**src/rtl/acop_pkg.sv**
```systemverilog
// Shared types and constants for the colour organ with gain control.
// Holds the configuration register set, its index codes and reset values.
// No dependencies.
package acop_pkg;

  // Field widths fixed by the interface
  localparam int LEVEL_W = 10;
  localparam int GAIN_W  = 10;
  localparam int BYTE_W  = 8;
  localparam int SUM_W   = 18;
  localparam int NUM_BANDS = 3;

  // Default averaging window length in beats
  localparam int WINDOW_LEN_DEF = 200;

  // Gain control constants
  localparam logic signed [GAIN_W-1:0] GAIN_RESET = 10'sd80;
  localparam logic signed [GAIN_W-1:0] GAIN_STEP  = 10'sd4;

  // Configuration register indexes
  typedef enum logic [2:0] {
    CFG_GAIN_MAX       = 3'd0,
    CFG_GAIN_MIN       = 3'd1,
    CFG_TARGET_LEVEL   = 3'd2,
    CFG_PWM_FULL_SCALE = 3'd3,
    CFG_HIGH_THRESHOLD = 3'd4,
    CFG_MID_THRESHOLD  = 3'd5,
    CFG_LOW_THRESHOLD  = 3'd6,
    CFG_FADE_PERIOD    = 3'd7
  } cfg_idx_t;

  // Register reset values
  localparam logic [BYTE_W-1:0]  RST_GAIN_MAX       = 8'd250;
  localparam logic [BYTE_W-1:0]  RST_GAIN_MIN       = 8'd5;
  localparam logic [LEVEL_W-1:0] RST_TARGET_LEVEL   = 10'd200;
  localparam logic [BYTE_W-1:0]  RST_PWM_FULL_SCALE = 8'd31;
  localparam logic [LEVEL_W-1:0] RST_THRESHOLD      = 10'd600;
  localparam logic [BYTE_W-1:0]  RST_FADE_PERIOD    = 8'd30;

  // Full configuration register set
  typedef struct packed {
    logic [BYTE_W-1:0]  gain_max;
    logic [BYTE_W-1:0]  gain_min;
    logic [LEVEL_W-1:0] target_level;
    logic [BYTE_W-1:0]  pwm_full_scale;
    logic [LEVEL_W-1:0] high_threshold;
    logic [LEVEL_W-1:0] mid_threshold;
    logic [LEVEL_W-1:0] low_threshold;
    logic [BYTE_W-1:0]  fade_period;
  } cfg_t;

endpackage

```
**src/rtl/acop_agc.sv**
```systemverilog
// Automatic gain control: windowed sum of main level and gain update.
// Depends on acop_pkg.
module acop_agc #(
  parameter int WINDOW_LEN = acop_pkg::WINDOW_LEN_DEF
) (
  input  logic                           clk,
  input  logic                           rst_n,
  input  logic                           step,
  input  logic [acop_pkg::LEVEL_W-1:0]   main_band,
  input  acop_pkg::cfg_t                 cfg,
  output logic [acop_pkg::BYTE_W-1:0]    gain_out,
  output logic                           gain_changed
);

  localparam logic [acop_pkg::BYTE_W-1:0] WIN_LEN_B = acop_pkg::BYTE_W'(WINDOW_LEN);
  localparam logic [acop_pkg::SUM_W:0]    WIN_LEN_S = (acop_pkg::SUM_W + 1)'(WINDOW_LEN);

  logic [acop_pkg::BYTE_W-1:0]         win_cnt_r, win_cnt_nxt, win_inc;
  logic [acop_pkg::SUM_W-1:0]          sum_r, sum_nxt, sum_add;
  logic signed [acop_pkg::GAIN_W-1:0]  gain_r, gain_nxt, gain_adj, lim_lo, lim_hi;
  logic [acop_pkg::SUM_W:0]            bound_lo, bound_hi;
  logic                                win_end, avg_lt, avg_gt;

  // Window count and running sum
  always_comb begin
    win_inc = win_cnt_r + 8'd1;
    sum_add = sum_r + acop_pkg::SUM_W'(main_band);
    win_end = (win_inc == WIN_LEN_B);
    win_cnt_nxt = win_end ? '0 : win_inc;
    sum_nxt     = win_end ? '0 : sum_add;
  end

  // Average versus target without a divider:
  // floor(sum/W) < tgt  <=>  sum < tgt*W ; floor(sum/W) > tgt  <=>  sum >= tgt*W + W
  always_comb begin
    bound_lo = (acop_pkg::SUM_W + 1)'(cfg.target_level) * WIN_LEN_S;
    bound_hi = bound_lo + WIN_LEN_S;
    avg_lt   = ({1'b0, sum_add} < bound_lo);
    avg_gt   = ({1'b0, sum_add} >= bound_hi);
  end

  // Gain step inside the limits, snap back outside them
  always_comb begin
    lim_lo = signed'({2'b00, cfg.gain_min});
    lim_hi = signed'({2'b00, cfg.gain_max});
    gain_adj = gain_r;
    if (gain_r >= lim_lo && gain_r <= lim_hi) begin
      if (avg_lt) begin
        gain_adj = gain_r + acop_pkg::GAIN_STEP;
      end else if (avg_gt) begin
        gain_adj = gain_r - acop_pkg::GAIN_STEP;
      end
    end else begin
      if (gain_adj < lim_lo) begin
        gain_adj = lim_lo + 10'sd1;
      end
      if (gain_adj > lim_hi) begin
        gain_adj = lim_hi - 10'sd1;
      end
    end
    gain_nxt = win_end ? gain_adj : gain_r;
  end

  // Clamp to byte range for the result
  always_comb begin
    if (gain_nxt < 10'sd0) begin
      gain_out = '0;
    end else if (gain_nxt > 10'sd255) begin
      gain_out = 8'd255;
    end else begin
      gain_out = gain_nxt[acop_pkg::BYTE_W-1:0];
    end
    gain_changed = win_end;
  end

  always_ff @(posedge clk) begin
    if (!rst_n) begin
      win_cnt_r <= '0;
      sum_r     <= '0;
      gain_r    <= acop_pkg::GAIN_RESET;
    end else if (step) begin
      win_cnt_r <= win_cnt_nxt;
      sum_r     <= sum_nxt;
      gain_r    <= gain_nxt;
    end
  end

endmodule

```
**src/rtl/acop_band.sv**
```systemverilog
// Band display: brightness per band, fade and PWM counters, output drive.
// Depends on acop_pkg.
module acop_band (
  input  logic                                           clk,
  input  logic                                           rst_n,
  input  logic                                           step,
  input  logic [acop_pkg::NUM_BANDS-1:0][acop_pkg::LEVEL_W-1:0] level,
  input  acop_pkg::cfg_t                                 cfg,
  output logic [acop_pkg::NUM_BANDS-1:0]                 band_on
);

  logic [acop_pkg::BYTE_W-1:0] bright_r [acop_pkg::NUM_BANDS];
  logic [acop_pkg::BYTE_W-1:0] bright_nxt [acop_pkg::NUM_BANDS];
  logic [acop_pkg::LEVEL_W-1:0] thr [acop_pkg::NUM_BANDS];
  logic [acop_pkg::BYTE_W-1:0] pwm_r, pwm_nxt, fade_r, fade_nxt;
  logic [acop_pkg::BYTE_W:0]   pwm_inc, fade_inc;

  // Thresholds in band order: high, mid, low
  always_comb begin
    thr[0] = cfg.high_threshold;
    thr[1] = cfg.mid_threshold;
    thr[2] = cfg.low_threshold;
  end

  // Per-band fade, trigger and PWM compare
  always_comb begin
    for (int i = 0; i < acop_pkg::NUM_BANDS; i++) begin
      bright_nxt[i] = bright_r[i];
      if (fade_r == '0 && bright_r[i] != '0) begin
        bright_nxt[i] = bright_r[i] - 8'd1;
      end
      if (level[i] > thr[i]) begin
        bright_nxt[i] = cfg.pwm_full_scale;
      end
      band_on[i] = (bright_nxt[i] > pwm_r);
    end
  end

  // Counters wrap once they pass their top
  always_comb begin
    pwm_inc  = {1'b0, pwm_r} + 9'd1;
    fade_inc = {1'b0, fade_r} + 9'd1;
    pwm_nxt  = (pwm_inc > {1'b0, cfg.pwm_full_scale}) ? '0 : pwm_inc[acop_pkg::BYTE_W-1:0];
    fade_nxt = (fade_inc > {1'b0, cfg.fade_period}) ? '0 : fade_inc[acop_pkg::BYTE_W-1:0];
  end

  always_ff @(posedge clk) begin
    if (!rst_n) begin
      for (int i = 0; i < acop_pkg::NUM_BANDS; i++) begin
        bright_r[i] <= '0;
      end
      pwm_r  <= '0;
      fade_r <= '0;
    end else if (step) begin
      for (int i = 0; i < acop_pkg::NUM_BANDS; i++) begin
        bright_r[i] <= bright_nxt[i];
      end
      pwm_r  <= pwm_nxt;
      fade_r <= fade_nxt;
    end
  end

endmodule

```
**src/rtl/agc_colour_organ_pwm_core.sv**
```systemverilog
// Colour organ with automatic gain control and PWM band drive.
//
// Input stream: one beat carries a set of four 10-bit levels (high, mid,
// low band and main). Output stream: one beat per input beat with the three
// band drive bits and the current gain; tuser flags a beat whose gain was
// just recomputed at the end of an averaging window of WINDOW_LEN beats.
// Configuration is a plain write port (cfg_we, cfg_index, cfg_wdata), to be
// used only while no beats are in flight.
//
// A beat accepted into the input register is processed by single-pass
// logic and moves into the result register when that register is free.
// Throughput is one beat per cycle while the receiver does not stall: the
// input register feeds single-pass logic into the result register.
// When the receiver stalls the result register holds; an empty input
// register still takes one beat, and once both registers are full in_tready
// stays low until the output moves.
// Reset (rst_n low, synchronous) empties both registers, sets gain to 80,
// clears counters and brightness, and loads register defaults.
module agc_colour_organ_pwm_core #(
  parameter int WINDOW_LEN = acop_pkg::WINDOW_LEN_DEF
) (
  input  logic        clk,
  input  logic        rst_n,
  // in_tdata: high_band[9:0], mid_band[19:10], low_band[29:20], main_band[39:30]
  input  logic        in_tvalid,
  output logic        in_tready,
  input  logic [39:0] in_tdata,
  // out_tdata: high_on[0], mid_on[1], low_on[2], gain_out[10:3], zero[15:11]
  output logic        out_tvalid,
  input  logic        out_tready,
  output logic [15:0] out_tdata,
  // out_tuser: gain_changed[0]
  output logic        out_tuser,
  input  logic        cfg_we,
  input  logic [2:0]  cfg_index,
  input  logic [9:0]  cfg_wdata
);

  acop_pkg::cfg_t cfg_r;

  logic        in_valid_r;
  logic [39:0] in_data_r;
  logic        out_valid_r;
  logic [2:0]  out_on_r;
  logic [7:0]  out_gain_r;
  logic        out_chg_r;
  logic        advance;

  logic [acop_pkg::NUM_BANDS-1:0][acop_pkg::LEVEL_W-1:0] levels;
  logic [acop_pkg::NUM_BANDS-1:0] band_on;
  logic [7:0]  gain_val;
  logic        gain_chg;

  // Configuration register writes
  always_ff @(posedge clk) begin
    if (!rst_n) begin
      cfg_r.gain_max       <= acop_pkg::RST_GAIN_MAX;
      cfg_r.gain_min       <= acop_pkg::RST_GAIN_MIN;
      cfg_r.target_level   <= acop_pkg::RST_TARGET_LEVEL;
      cfg_r.pwm_full_scale <= acop_pkg::RST_PWM_FULL_SCALE;
      cfg_r.high_threshold <= acop_pkg::RST_THRESHOLD;
      cfg_r.mid_threshold  <= acop_pkg::RST_THRESHOLD;
      cfg_r.low_threshold  <= acop_pkg::RST_THRESHOLD;
      cfg_r.fade_period    <= acop_pkg::RST_FADE_PERIOD;
    end else if (cfg_we) begin
      unique case (acop_pkg::cfg_idx_t'(cfg_index))
        acop_pkg::CFG_GAIN_MAX:       cfg_r.gain_max       <= cfg_wdata[7:0];
        acop_pkg::CFG_GAIN_MIN:       cfg_r.gain_min       <= cfg_wdata[7:0];
        acop_pkg::CFG_TARGET_LEVEL:   cfg_r.target_level   <= cfg_wdata;
        acop_pkg::CFG_PWM_FULL_SCALE: cfg_r.pwm_full_scale <= cfg_wdata[7:0];
        acop_pkg::CFG_HIGH_THRESHOLD: cfg_r.high_threshold <= cfg_wdata;
        acop_pkg::CFG_MID_THRESHOLD:  cfg_r.mid_threshold  <= cfg_wdata;
        acop_pkg::CFG_LOW_THRESHOLD:  cfg_r.low_threshold  <= cfg_wdata;
        acop_pkg::CFG_FADE_PERIOD:    cfg_r.fade_period    <= cfg_wdata[7:0];
        default: ;
      endcase
    end
  end

  // Pipeline flow: the held beat moves on when the result register is free
  assign advance   = in_valid_r && (!out_valid_r || out_tready);
  assign in_tready = !in_valid_r || advance;

  // Input register
  always_ff @(posedge clk) begin
    if (!rst_n) begin
      in_valid_r <= 1'b0;
    end else if (in_tready) begin
      in_valid_r <= in_tvalid;
    end
  end

  always_ff @(posedge clk) begin
    if (in_tready && in_tvalid) begin
      in_data_r <= in_tdata;
    end
  end

  assign levels[0] = in_data_r[9:0];
  assign levels[1] = in_data_r[19:10];
  assign levels[2] = in_data_r[29:20];

  acop_agc #(
    .WINDOW_LEN (WINDOW_LEN)
  ) u_agc (
    .clk          (clk),
    .rst_n        (rst_n),
    .step         (advance),
    .main_band    (in_data_r[39:30]),
    .cfg          (cfg_r),
    .gain_out     (gain_val),
    .gain_changed (gain_chg)
  );

  acop_band u_band (
    .clk     (clk),
    .rst_n   (rst_n),
    .step    (advance),
    .level   (levels),
    .cfg     (cfg_r),
    .band_on (band_on)
  );

  // Result register
  always_ff @(posedge clk) begin
    if (!rst_n) begin
      out_valid_r <= 1'b0;
    end else if (!out_valid_r || out_tready) begin
      out_valid_r <= in_valid_r;
    end
  end

  always_ff @(posedge clk) begin
    if (advance) begin
      out_on_r   <= band_on;
      out_gain_r <= gain_val;
      out_chg_r  <= gain_chg;
    end
  end

  assign out_tvalid = out_valid_r;
  assign out_tdata  = {5'b0, out_gain_r, out_on_r};
  assign out_tuser  = out_chg_r;

endmodule
```
**config.mk**
```make
export PLATFORM = sky130hd
export DESIGN_NAME = agc_colour_organ_pwm_core
export DESIGN_NICKNAME = d
export VERILOG_FILES = /design/src/rtl/acop_pkg.sv /design/src/rtl/acop_agc.sv /design/src/rtl/acop_band.sv /design/src/rtl/agc_colour_organ_pwm_core.sv
export SDC_FILE = /design/constraint.sdc
export NUM_CORES = 1
export LEC_CHECK = 0
export BUFFER_PORTS_ARGS = -buffer_cell sky130_fd_sc_hd__clkbuf_2
export CAP_MARGIN = 0
export CORE_UTILIZATION = 40
export DETAILED_ROUTE_END_ITERATION = 10
export GPL_TIMING_DRIVEN = 1
export PLACE_DENSITY = 0.53
export SKIP_CTS_REPAIR_TIMING = 1
export SLEW_MARGIN = 20
export SYNTH_ARGS = -nofsm -noshare
export SYNTH_HDL_FRONTEND = slang
export SYNTH_SLANG_ARGS = --single-unit
```
**constraint.sdc**
```tcl
create_clock -name clk -period 5.95 [get_ports clk]
set_clock_uncertainty 0.2 [all_clocks]
set_input_delay 1.19 -clock clk [delete_from_list [all_inputs] [get_ports clk]]
set_output_delay 1.19 -clock clk [all_outputs]
set_load 0.01 [all_outputs]
```
# After elaboration in Yosys (flattened, before gate mapping)
# Memory sizes are Yosys's and may differ from the RTL's.
# Index checks and enable logic that the tools add are counted.
# word_totals
ff_bits,178
ram_bits,24
input_bits,58
output_inout_bits,19
word_cells,108
mem_count,1
# op_classes
add_sub_neg,12
mul,1
magnitude_cmp,16
eq_ne,8
mux,25
n_bitwise,3
reduce_logical,23
# memory_table
name,words,width,rd,rd_ports_with_merged_regs,write_ports,line,rtl
u_band.bright_r,3,8,3,0,3,acop_band.sv:12,logic [acop_pkg::BYTE_W-1:0] bright_r [acop_pkg::NUM_BANDS];
# op_table
operator,count
$mux W8,13
$mux W10,7
$gt A10 B10 Y1,3
$add A8 B1 Y9 const B,3
$gt A8 B8 Y1,3
$reduce_bool A8 Y1,3
$sub A8 B1 Y8 const B,3
$add A18 B8 Y19 const B,1
$ge A18 B19 Y1,1
$add A18 B10 Y18,1
$gt A9 B8 Y1,2
$lt A18 B18 Y1,1
$mux W18,1
$reduce_and A2 Y1,8
$mul A10 B5 Y15 const B,1
$eq A3 B3 Y1 const B,4
$add A10 B4 Y10 const B,1
$ge A10 B9 Y1,1
$gt A10 B9 Y1,1
$gt A10 B9 Y1 const B,1
$le A10 B9 Y1,1
$lt A10 B1 Y1 const B,1
$lt A10 B9 Y1,1
$sub A10 B4 Y10 const B,1
other kinds (12),25

# Depth between registers and ports, before layout
# Gate-level depths: netlist (run 1).
# depth
depth_word,9
mapped_depth,27
mapped_depth_nobuf,24

# By module
# From an unflattened synthesis (run 1), not the netlist that was laid out.
# hier_totals
hier_cells,1612
area_unflattened_um2,14757.9
# by_module_without_submodules
mod,instances,cells_each,area_each_um2,seq_area_each_um2
acop_agc,1,733,5624.1,720.7
acop_band,1,547,4655.7,1041.0
agc_colour_organ_pwm_core,1,332,4478.0,3042.9

# Least setup slack after synthesis (run 1)
# Ideal clock, no wire load.
# synth_path
path_type,flip-flop to flip-flop
from,register cfg_r[48] in the netlist's numbering
to,"register out_gain_r[3], data pin"
setup_ps,277
arrival_time_ps,4848
t_required_ps,5473
setup_slack_ps,625
path_stages_with_launch,20
path_buffers,0
period_less_slack_ps,5325
path_cell_list,dfxtp_1 > ha_1 > ha_1 > fa_1 > ha_1 > and4_1 > nor3_1 > xor2_1 > nand3b_1 > or3_1 > nor3_1 > xor2_1 > ha_1 > nor3_1 > a32o_1 > a31oi_4 > nand2_2 > o2111a_1 > a211oi_4 > a31oi_1
# synth_between
elab_chain_len,9
elab_cells_between_ends,11
classes_between,add/sub (1); mul (1); order compare (4); mux (5)
# synth_rtl
element,line,rtl
from (decl),agc_colour_organ_pwm_core.sv:39,acop_pkg::cfg_t cfg_r;
$mul A10 B5 Y15 *,acop_agc.sv:36,bound_lo = (acop_pkg::SUM_W + 1)'(cfg.target_level) * WIN_LEN_S;
$add A18 B8 Y19,acop_agc.sv:37,bound_hi = bound_lo + WIN_LEN_S;
$ge A18 B19 Y1,acop_agc.sv:39,"avg_gt = ({1'b0, sum_add} >= bound_hi);"
$mux W10,acop_agc.sv:50,end else if (avg_gt) begin
$mux W10 *,acop_agc.sv:48,if (avg_lt) begin
$mux W10 *,acop_agc.sv:47,if (gain_r >= lim_lo && gain_r <= lim_hi) begin
$mux W10 *,acop_agc.sv:61,gain_nxt = win_end ? gain_adj : gain_r;
$gt A10 B9 Y1,acop_agc.sv:68,end else if (gain_nxt > 10'sd255) begin
$mux W8,acop_agc.sv:68,
to (signal assigned),agc_colour_organ_pwm_core.sv:136,out_gain_r <= gain_val;
to (decl),agc_colour_organ_pwm_core.sv:45,logic [7:0] out_gain_r;
# Every way passes the cells marked *; elsewhere a longest branch is shown, timed or not.
# A chain may end at the register's enable or synchronous reset.

# Final worst setup path (run 1)
# layout_path
from,register cfg_r[48] in the netlist's numbering
to,"register out_gain_r[2], data pin"
# Same word-level chain as after synthesis.

==> results of run 1 <==
==> final timing paths <==
kind	endpoint	slack, ps	cells after the start
min reg2reg	cfg_r[10]	260	2
max	out_gain_r[2]	280	20
max reg2reg	out_gain_r[2]	280	20
min	cfg_r[10]	260	2
==> registers in the layout, indices dropped and copies added (netlist names), 3 cells and up <==
name,count
cfg_r,72
in_data_r,40
out_gain_r,8
out_on_r,3
u_agc.gain_r,10
u_agc.sum_r,18
u_agc.win_cnt_r,8
u_band.bright_r,24
u_band.fade_r,8
u_band.pwm_r,8
==> synthesized netlist by cell type, types with 5 or more instances <==
cell,count,area (um2)
nand2_1,206,773
ha_1,184,2300
inv_1,127,477
dfxtp_1,126,2520
a21oi_1,98,490
nor2_1,77,289
edfxtp_1,76,2280
o21ai_0,62,310
xnor2_1,56,490
nand3_1,45,225
o211ai_1,41,308
nor2b_1,40,250
clkbuf_1,37,139
nor3_1,31,155
nand4_1,25,156
o21a_1,24,180
a21o_1,23,173
xor2_1,21,184
a31oi_1,16,100
a32o_1,15,150
a22o_1,10,87.6
and3_1,10,62.6
nor4_1,10,62.6
nand2b_1,9,56.3
a211oi_1,8,60.1
mux2i_1,7,70.1
o21ai_1,7,35.0
o31ai_1,7,52.6
or3_1,7,43.8
fa_1,6,120
mux2_2,6,67.6
and4_1,5,43.8
buf_4,5,37.5
clkbuf_2,5,25.0
o22ai_1,5,31.3
==> per-layer routing <==
metal / GRT usage (%) / share of wire [%]
met5: 0 / 0
met2: 32.0 / 44
met4: 4.46 / 1.6
met3: 2.33 / 3.7
met1: 28.1 / 51
==> cell type report <==
type | instances | share of cell area (%)
sequential | 202 | 31.5
inverter | 129 | 3.17
timing repair buffer | 92 | 3.36
tap | 442 | 3.62
clock inverter | 6 | 0.500
multi-input combinational | 1135 | 53.0
clock buffer | 39 | 4.91
==> through the flow <==
| stage | setup slack (ps) | cells | hold slack, ps | instance area [um2] | util, % |
|---|---|---|---|---|---|
| finish | 277 | 2045 | 256 | 15300 | 46.5 |
| global route | 42.3 | 2045 | 276 | 15300 | 46.5 |
| CTS | 62.1 | 2040 | 257 | 15200 | 46.2 |
| detailed placement | 76.8 | 1995 | 248 | 14400 | 43.7 |
| global placement | 198 | 1995 | 243 | 14400 | 43.7 |
| floorplan | 625 | 1518 | 229 | 13500 | - |
==> worst min-delay path: stages (launching register included) <==
cell	delay (ps)
dfxtp_1	310
nand2_1	50
a21oi_1	50
==> where the power goes <==
group | total [W] | internal, W | switching, W
Clock | 0.00153 | 0.000912 | 0.000616
Combinational | 0.000727 | 0.000301 | 0.000426
Sequential | 0.00155 | 0.00150 | 0.0000471
==> logic make-up (layout without fill, tap and decap cells) <==
group                    after synthesis  count (layout)
other                                  1               5
buffers and inverters                182             266
AO/OA/AOI/OAI                        359             360
AND/OR/NAND/NOR                      488             488
XOR/XNOR                              79              79
multiplexers                          13              13
flip-flops                           202             202
adder cells (fa/ha/maj)              190             190
==> placed cells by master, fill, tap and decap left out, types with 7 or more instances in the layout <==
master | Yosys | final
nand2_1 | 206 | 206
ha_1 | 184 | 184
inv_1 | 127 | 127
dfxtp_1 | 126 | 126
a21oi_1 | 98 | 97
nor2_1 | 77 | 76
edfxtp_1 | 76 | 76
clkbuf_2 | 5 | 71
o21ai_0 | 62 | 61
xnor2_1 | 56 | 56
nand3_1 | 45 | 45
o211ai_1 | 41 | 41
nor2b_1 | 40 | 39
nor3_1 | 31 | 29
clkbuf_16 | 0 | 26
nand4_1 | 25 | 25
o21a_1 | 24 | 24
a21o_1 | 23 | 23
buf_4 | 5 | 21
xor2_1 | 21 | 20
a31oi_1 | 16 | 16
a32o_1 | 15 | 15
nor4_1 | 10 | 10
and3_1 | 10 | 10
a22o_1 | 10 | 10
nand2b_1 | 9 | 9
o21ai_1 | 7 | 8
a211oi_1 | 8 | 8
clkbuf_1 | 37 | 8
or3_1 | 7 | 7
mux2i_1 | 7 | 7
o31ai_1 | 7 | 7
==> impl_metrics.json, run 1 <==
{
  "outcome": "completed",
  "start_util_pct": 41.2,
  "cp.buffers_inverters": 1,
  "port_buffers": 71,
  "die_width_um": 186,
  "synth_top_flop_cell": "dfxtp_1",
  "die-area_um2": 34600,
  "muxShareOfSynthArea_pct": 1.02,
  "clk-insertion-delay-late_ps": 540,
  "cts_sinks": 202,
  "seq_area_frac_synth_pct": 35.5,
  "ys_ff_latch": 202,
  "seq_area_um2": 4800,
  "path_delay_family": "adder cells",
  "dr_total_vias": 10800,
  "synth_xor_area_share_pct": 5.31,
  "dr.pass1.iters": 5,
  "drc_errors": 0,
  "grt_max_degree": 50,
  "antenna_cells": 0,
  "finalMaxSlewViolations": 0,
  "worst_pin_slew_ps": 1080,
  "synth-async-reset-ratio_pct": 0,
  "relSlewSlack_pct": 27.7,
  "critical_path_required_ps": 6030,
  "cts_root_buf": "clkbuf_16",
  "finalCriticalPeriod_ps": 5670,
  "nets": 1833,
  "fmax_mhz": 176,
  "slowest_stage": "fa_1",
  "worstPathArrival_ps": 5760,
  "cts_tree": "yes",
  "max_cap_violations": 0,
  "cp_max_fo": 6,
  "core_area_um2": 32900,
  "power_w": 0.00381,
  "multi_input_area_um2": 8090,
  "critical_path.startpoint": "cfg_r[48]",
  "synth_fa_ha_area_share_pct": 17.9,
  "postSynthCellCount": 1514,
  "area_delta_synth_final_pct": 12.8,
  "cpMostUsedCell": "ha_1",
  "synth_cell_type_count": 86,
  "cts_buffers": 25,
  "fin_crit_sh_pct": 95.3,
  "synth_top_family_by_area": "adder cells",
  "cpPeakStageDelay_ps": 460,
  "rows": 66,
  "hold_viol": 0,
  "antenna_found_initial": 0,
  "setup_viol": 0,
  "avgViaCountPerCell": 5.28,
  "syn_avg_cell_area_um2": 8.94,
  "grtUsageTotal_pct": 19.8,
  "synth_compound_area_share_pct": 17.9,
  "routed_wl_mm": 34.0,
  "fillCellCount": 3286,
  "p_per_area_nw_per_um2": 249,
  "htree_levels": 1,
  "die_h_um": 186,
  "finalWeightedCongestion": 0.898,
  "ir_drop_uv": 229,
  "drt_iter0_drc": 547,
  "crit_type": "reg -> reg",
  "clockBufferDepth": 3,
  "synthesis.area_um2": 13500,
  "grt_pass1_vias": 10400,
  "clk_pin_slew_ps": 60,
  "io_pins": 77,
  "ant_nets": 0,
  "grt-ovfl-total": 0,
  "cp_cell_sequence": "ha_1 -> ha_1 -> fa_1 -> ha_1 -> and4_1 -> nor3_2 -> xor2_2 -> nand3b_1 -> or3_1 -> nor3_1 -> xor2_1 -> ha_1 -> nor3_1 -> a32o_1 -> a31oi_4 -> nand2_2 -> o2111a_1 -> a211oi_4 -> buf_4 -> a21oi_1",
  "hp-start": "cfg_r[10]",
  "yosys.area_share.simple_pct": 17.1,
  "crit_path_start_kind": "flop",
  "tns_ps": 0,
  "grt_pass1_wl_mm": 54.4,
  "hpwl_mm": 25.0,
  "rsz0062_at_grt": "no",
  "layout-drive-gt1-share_pct": 10.5,
  "ys_warn_count": 0,
  "synth-edff-count": 76,
  "hold_path.class": "reg -> reg",
  "end_kind": "flop",
  "p_leak_nw": 6.42,
  "wl_per_cell_um": 16.6,
  "reg2reg_from": "cfg_r[48]"
}
Power figures use the tool's default switching activity.
==> run 2: changes to the inputs <==
Settings changed: CORE_ASPECT_RATIO from default to 0.6.
==> impl_metrics.json, run 2 (synthesis gave the netlist of run 1 again) <==
{
  "path_delay_family": "adder cells",
  "outcome": "completed",
  "hpwl_mm": 27.0,
  "min_path_cells": 2,
  "layout_commonest_cell": "nand2_1",
  "clk_pin_slew_ps": 60,
  "grt_pass1_vias": 10000,
  "seq_area_um2": 4810,
  "top_register": "cfg_r",
  "finalMaxSlewViolations": 0,
  "cpPeakStageDelay_ps": 470,
  "hold_path.class": "reg -> reg",
  "grt-ovfl-total": 0,
  "wl_per_cell_um": 17.6,
  "start_util_pct": 41.2,
  "core_area_um2": 32900,
  "setup_viol": 0,
  "cts_tree": "yes",
  "crit_path_start_kind": "flop",
  "p_leak_nw": 6.40,
  "io_pins": 77,
  "cp.buffers_inverters": 1,
  "antenna_found_initial": 1,
  "largestRegisters": "cfg_r (72), in_data_r (40), u_band.bright_r (24)",
  "grt_max_degree": 50,
  "drt_iter0_drc": 916,
  "slowest_stage": "or3_1",
  "largest_reg_flops": 72,
  "worst_pin_slew_ps": 953,
  "relSlewSlack_pct": 36.5,
  "fmax_mhz": 175,
  "hold_viol": 0,
  "finalInstanceArea_um2": 15200,
  "critical_path_required_ps": 6030,
  "dpl_cell_area_um2": 14400,
  "timing.critical_path.depth": 20,
  "reg2reg_depth": 20,
  "port_buffers": 71,
  "cp_cell_sequence": "ha_1 -> ha_1 -> fa_1 -> ha_1 -> and4_1 -> nor3_2 -> xor2_2 -> nand3b_1 -> or3_1 -> nor3_2 -> xor2_1 -> ha_1 -> nor3_1 -> a32o_1 -> a31oi_4 -> nand2_2 -> o2111a_1 -> a211oi_4 -> buf_12 -> a31oi_1",
  "ant_nets": 0,
  "end_kind": "flop",
  "fillCellCount": 3154,
  "cts_sinks": 202,
  "htree_levels": 1,
  "cts_buffers": 23,
  "ir_drop_uv": 206,
  "finalWeightedCongestion": 0.894,
  "grtUsageTotal_pct": 21.0,
  "dr_total_vias": 11100,
  "crit_type": "reg -> reg",
  "layout-drive-gt1-share_pct": 10.6,
  "clockBufferDepth": 3,
  "nets": 1839,
  "routed_wl_mm": 36.4,
  "max_cap_violations": 0,
  "area_delta_synth_final_pct": 12.4,
  "dr.pass1.iters": 5,
  "cp_max_fo": 9,
  "avgViaCountPerCell": 5.40,
  "fin_util_pct": 46.3,
  "layout_common_cells": "nand2_1, ha_1, inv_1",
  "cts_root_buf": "clkbuf_16",
  "die_h_um": 144,
  "cpMostUsedCell": "ha_1",
  "drc_errors": 0,
  "grt_pass1_wl_mm": 56.6,
  "die-area_um2": 34600,
  "p_per_area_nw_per_um2": 239,
  "fin_crit_sh_pct": 95.8,
  "multi_input_area_um2": 8090,
  "clk-insertion-delay-late_ps": 550,
  "worstPathArrival_ps": 5780,
  "rows": 51,
  "finalCriticalPeriod_ps": 5700,
  "die_width_um": 239
}
[run 2: changes by cell type in the layout (fill, tap and decap cells not counted), sizes merged]
cell / previous run / this run
bufinv: 1 / 0
inv: 130 / 129
clkinvlp: 1 / 0
buf: 21 / 29
diode: 0 / 2
clkinv: 3 / 10
clkbuf: 110 / 103
[run 2: worst paths after layout]
kind | slack (ps) | end | startpoint
hold / removal | 260 | cfg_r[16] | cfg_r[16]
setup reg to reg | 250 | out_gain_r[6] | cfg_r[48]
setup / recovery | 250 | out_gain_r[6] | cfg_r[48]
hold reg to reg | 260 | cfg_r[16] | cfg_r[16]
[run 2: area by class of cell]
type / count / share of cell area [%]
antenna: 2 / 0.0329
timing repair buffer: 100 / 3.85
tap: 450 / 3.70
clock inverter: 10 / 0.387
multi-input combinational: 1135 / 53.2
clock buffer: 32 / 4.01
inverter: 129 / 3.18
sequential: 202 / 31.6
[run 2: worst reg2reg max path: cells and delay by family (launching register included)]
family                     cells  cell delay [ps]
AOI/OAI and AO/OA              5             1190
xor gates and xnor gates       2              330
adders and majority gates      5             1650
buffers and inverters          1              160
DFF                            1              350
and+or+nand+nor                7             1570
[run 2: per-stage QoR]
step / setup TNS, ps / worst slack [ps] / total power, W / hold WS (ps) / std cells
2_1_floorplan: 0 / 625 / 0.00210 / 229 / 1518
3_3_place_gp: 0 / 268 / 0.00231 / 244 / 2011
3_5_place_dp: 0 / 97.4 / 0.00232 / 250 / 2011
4_1_cts: 0 / 77.5 / 0.00366 / 258 / 2053
5_1_grt: -56.9 / -41.2 / 0.00383 / 275 / 2058
6_report: 0 / 248 / 0.00363 / 261 / 2060
[run 2: where the power goes]
part	internal, W	switching [W]	total (W)
Clock	0.000719	0.000601	0.00132
Sequential	0.00150	0.0000474	0.00155
Combinational	0.000307	0.000449	0.000756
[run 2: layer usage]
layer,vias to the layer above,wire length (um),global-route usage (%)
met4,0,537,3.64
met3,38,2200,3.63
met5,-,0,0
met2,297,13100,26.9
li1,5573,-,-
met1,5223,20600,35.1
==> run 3: changes to the inputs <==
Settings changed: CORE_UTILIZATION 40 to 35, PLACE_DENSITY 0.53 to 0.48.
==> impl_metrics.json, run 3 (synthesis gave the netlist of run 1 again) <==
{
  "outcome": "completed",
  "max_cap_violations": 0,
  "die_width_um": 256,
  "port_buffers": 71,
  "dr.pass1.iters": 5,
  "layout_common_cells": "nand2_1, ha_1, inv_1",
  "area_delta_synth_final_pct": 14.1,
  "dpl_cell_area_um2": 14500,
  "end_kind": "flop",
  "routed_wl_mm": 36.8,
  "layout_commonest_cell": "nand2_1",
  "placedCellCount": 2077,
  "p_leak_nw": 6.48,
  "hold_viol": 0,
  "fmax_mhz": 174,
  "drt_iter0_drc": 832,
  "largest_reg_flops": 72,
  "crit_type": "reg -> reg",
  "rows": 55,
  "finalWeightedCongestion": 0.878,
  "drc_errors": 0,
  "cts_buffers": 24,
  "worstPathArrival_ps": 5800,
  "antenna_found_initial": 2,
  "reg2reg_from": "cfg_r[49]",
  "layout.cells.non_filler": 2126,
  "r2r_slack_ps": 210,
  "grt_max_degree": 50,
  "die_h_um": 154,
  "cp_cell_sequence": "ha_1 -> ha_1 -> fa_1 -> ha_1 -> and4_1 -> nor3_1 -> xor2_1 -> nand3b_1 -> or3_1 -> nor3_2 -> xor2_1 -> ha_1 -> nor3_1 -> a32o_1 -> a31oi_4 -> nand2_2 -> o2111a_1 -> a211oi_4 -> buf_12 -> a31oi_1",
  "cp-endpoint": "out_gain_r[3]",
  "dr_total_vias": 11000,
  "start_util_pct": 35.7,
  "holdWs_ps": 259,
  "p_per_area_nw_per_um2": 249,
  "cts_sinks": 202,
  "clk-insertion-delay-late_ps": 560,
  "cts_root_buf": "clkbuf_16",
  "hpwl_mm": 27.9,
  "cpPeakStageDelay_ps": 460,
  "top_register": "cfg_r",
  "grt-ovfl-total": 0,
  "setup_viol": 0,
  "ir_drop_uv": 192,
  "critical_path.startpoint": "cfg_r[49]",
  "cpMostUsedCell": "ha_1",
  "layout-drive-gt1-share_pct": 11.2,
  "hold_path.class": "reg -> reg",
  "ant_nets": 0,
  "clockBufferDepth": 3,
  "core_area_um2": 37800,
  "htree_levels": 1,
  "die-area_um2": 39500,
  "reg2reg_depth": 20,
  "avgViaCountPerCell": 5.17,
  "finalMaxSlewViolations": 0,
  "finalCriticalPeriod_ps": 5740,
  "io_pins": 77,
  "finalInstanceArea_um2": 15400,
  "slowest_stage": "fa_1",
  "fillCellCount": 3826,
  "grtUsageTotal_pct": 18.5,
  "cts_tree": "yes",
  "clk_pin_slew_ps": 60,
  "crit_path_start_kind": "flop",
  "critical_path_required_ps": 6010,
  "r2r-end": "out_gain_r[3]",
  "relSlewSlack_pct": 34.9,
  "grt_pass1_vias": 10200,
  "grt_pass1_wl_mm": 58.1,
  "largestRegisters": "cfg_r (72), in_data_r (40), u_band.bright_r (24)",
  "fin_crit_sh_pct": 96.5,
  "wl_per_cell_um": 17.3,
  "nets": 1842,
  "cp_max_fo": 9,
  "worst_pin_slew_ps": 977
}
[run 3: power by group]
group	switching (W)	internal, W
registers	0.0000463	0.00150
logic	0.000449	0.000313
clock network	0.000630	0.000895
total	0.00113	0.00271
[run 3: metrics by stage]
stage	util (%)	setup TNS [ps]	total power (W)	setup slack (ps)
after floorplan	-	0	0.00210	625
after global placement	38.4	0	0.00232	123
after detailed placement	38.4	-48.3	0.00232	-24.7
after CTS	40.5	-364	0.00388	-76.9
after global routing	40.8	-120	0.00406	-44.5
final	40.8	0	0.00384	211
[run 3: area by class of cell]
type	count	area, um2	area share [%]
diodes	1	2.50	0.0162
clock buffers	36	728	4.72
clock inverters	8	90.1	0.584
inverters	129	484	3.14
multi-input cells	1134	8070	52.3
flip-flops and latches	202	4810	31.1
well taps	513	642	4.16
repair buffers	103	608	3.94
[run 3: how the worst min path moves through the flow]
| stage | endpoint | slack (ps) | cells after the start | from |
|---|---|---|---|---|
| CTS | cfg_r[15] | 260 | 2 | cfg_r[15] |
| detailed placement | cfg_r[13] | 250 | 2 | cfg_r[13] |
| floorplan | u_agc.sum_r[3] | 230 | 2 | u_agc.sum_r[3] |
| global route | cfg_r[25] | 270 | 2 | cfg_r[25] |
| global placement | cfg_r[5] | 240 | 2 | cfg_r[5] |
| finish | cfg_r[5] | 260 | 2 | cfg_r[5] |
[run 3: critical path, delay by kind of cell, from the launching register on]
| family | cells | cell delay, ps |
|---|---|---|
| DFF | 1 | 400 |
| xor gates and xnor gates | 2 | 270 |
| AOI/OAI and AO/OA | 5 | 1260 |
| adders and majority gates | 5 | 1620 |
| buffers and inverters | 1 | 160 |
| and+or+nand+nor | 7 | 1510 |
[run 3: routing by layer]
| metal | vias up | global-route usage (%) | part of all wire, % | routed length [um] |
|---|---|---|---|---|
| li1 | 5592 | - | - | - |
| met5 | - | 0 | 0.046 | 17 |
| met3 | 34 | 4.15 | 6.8 | 2510 |
| met2 | 298 | 23.5 | 35 | 13000 |
| met1 | 5072 | 30.5 | 57 | 20800 |
| met4 | 2 | 3.28 | 1.3 | 489 |
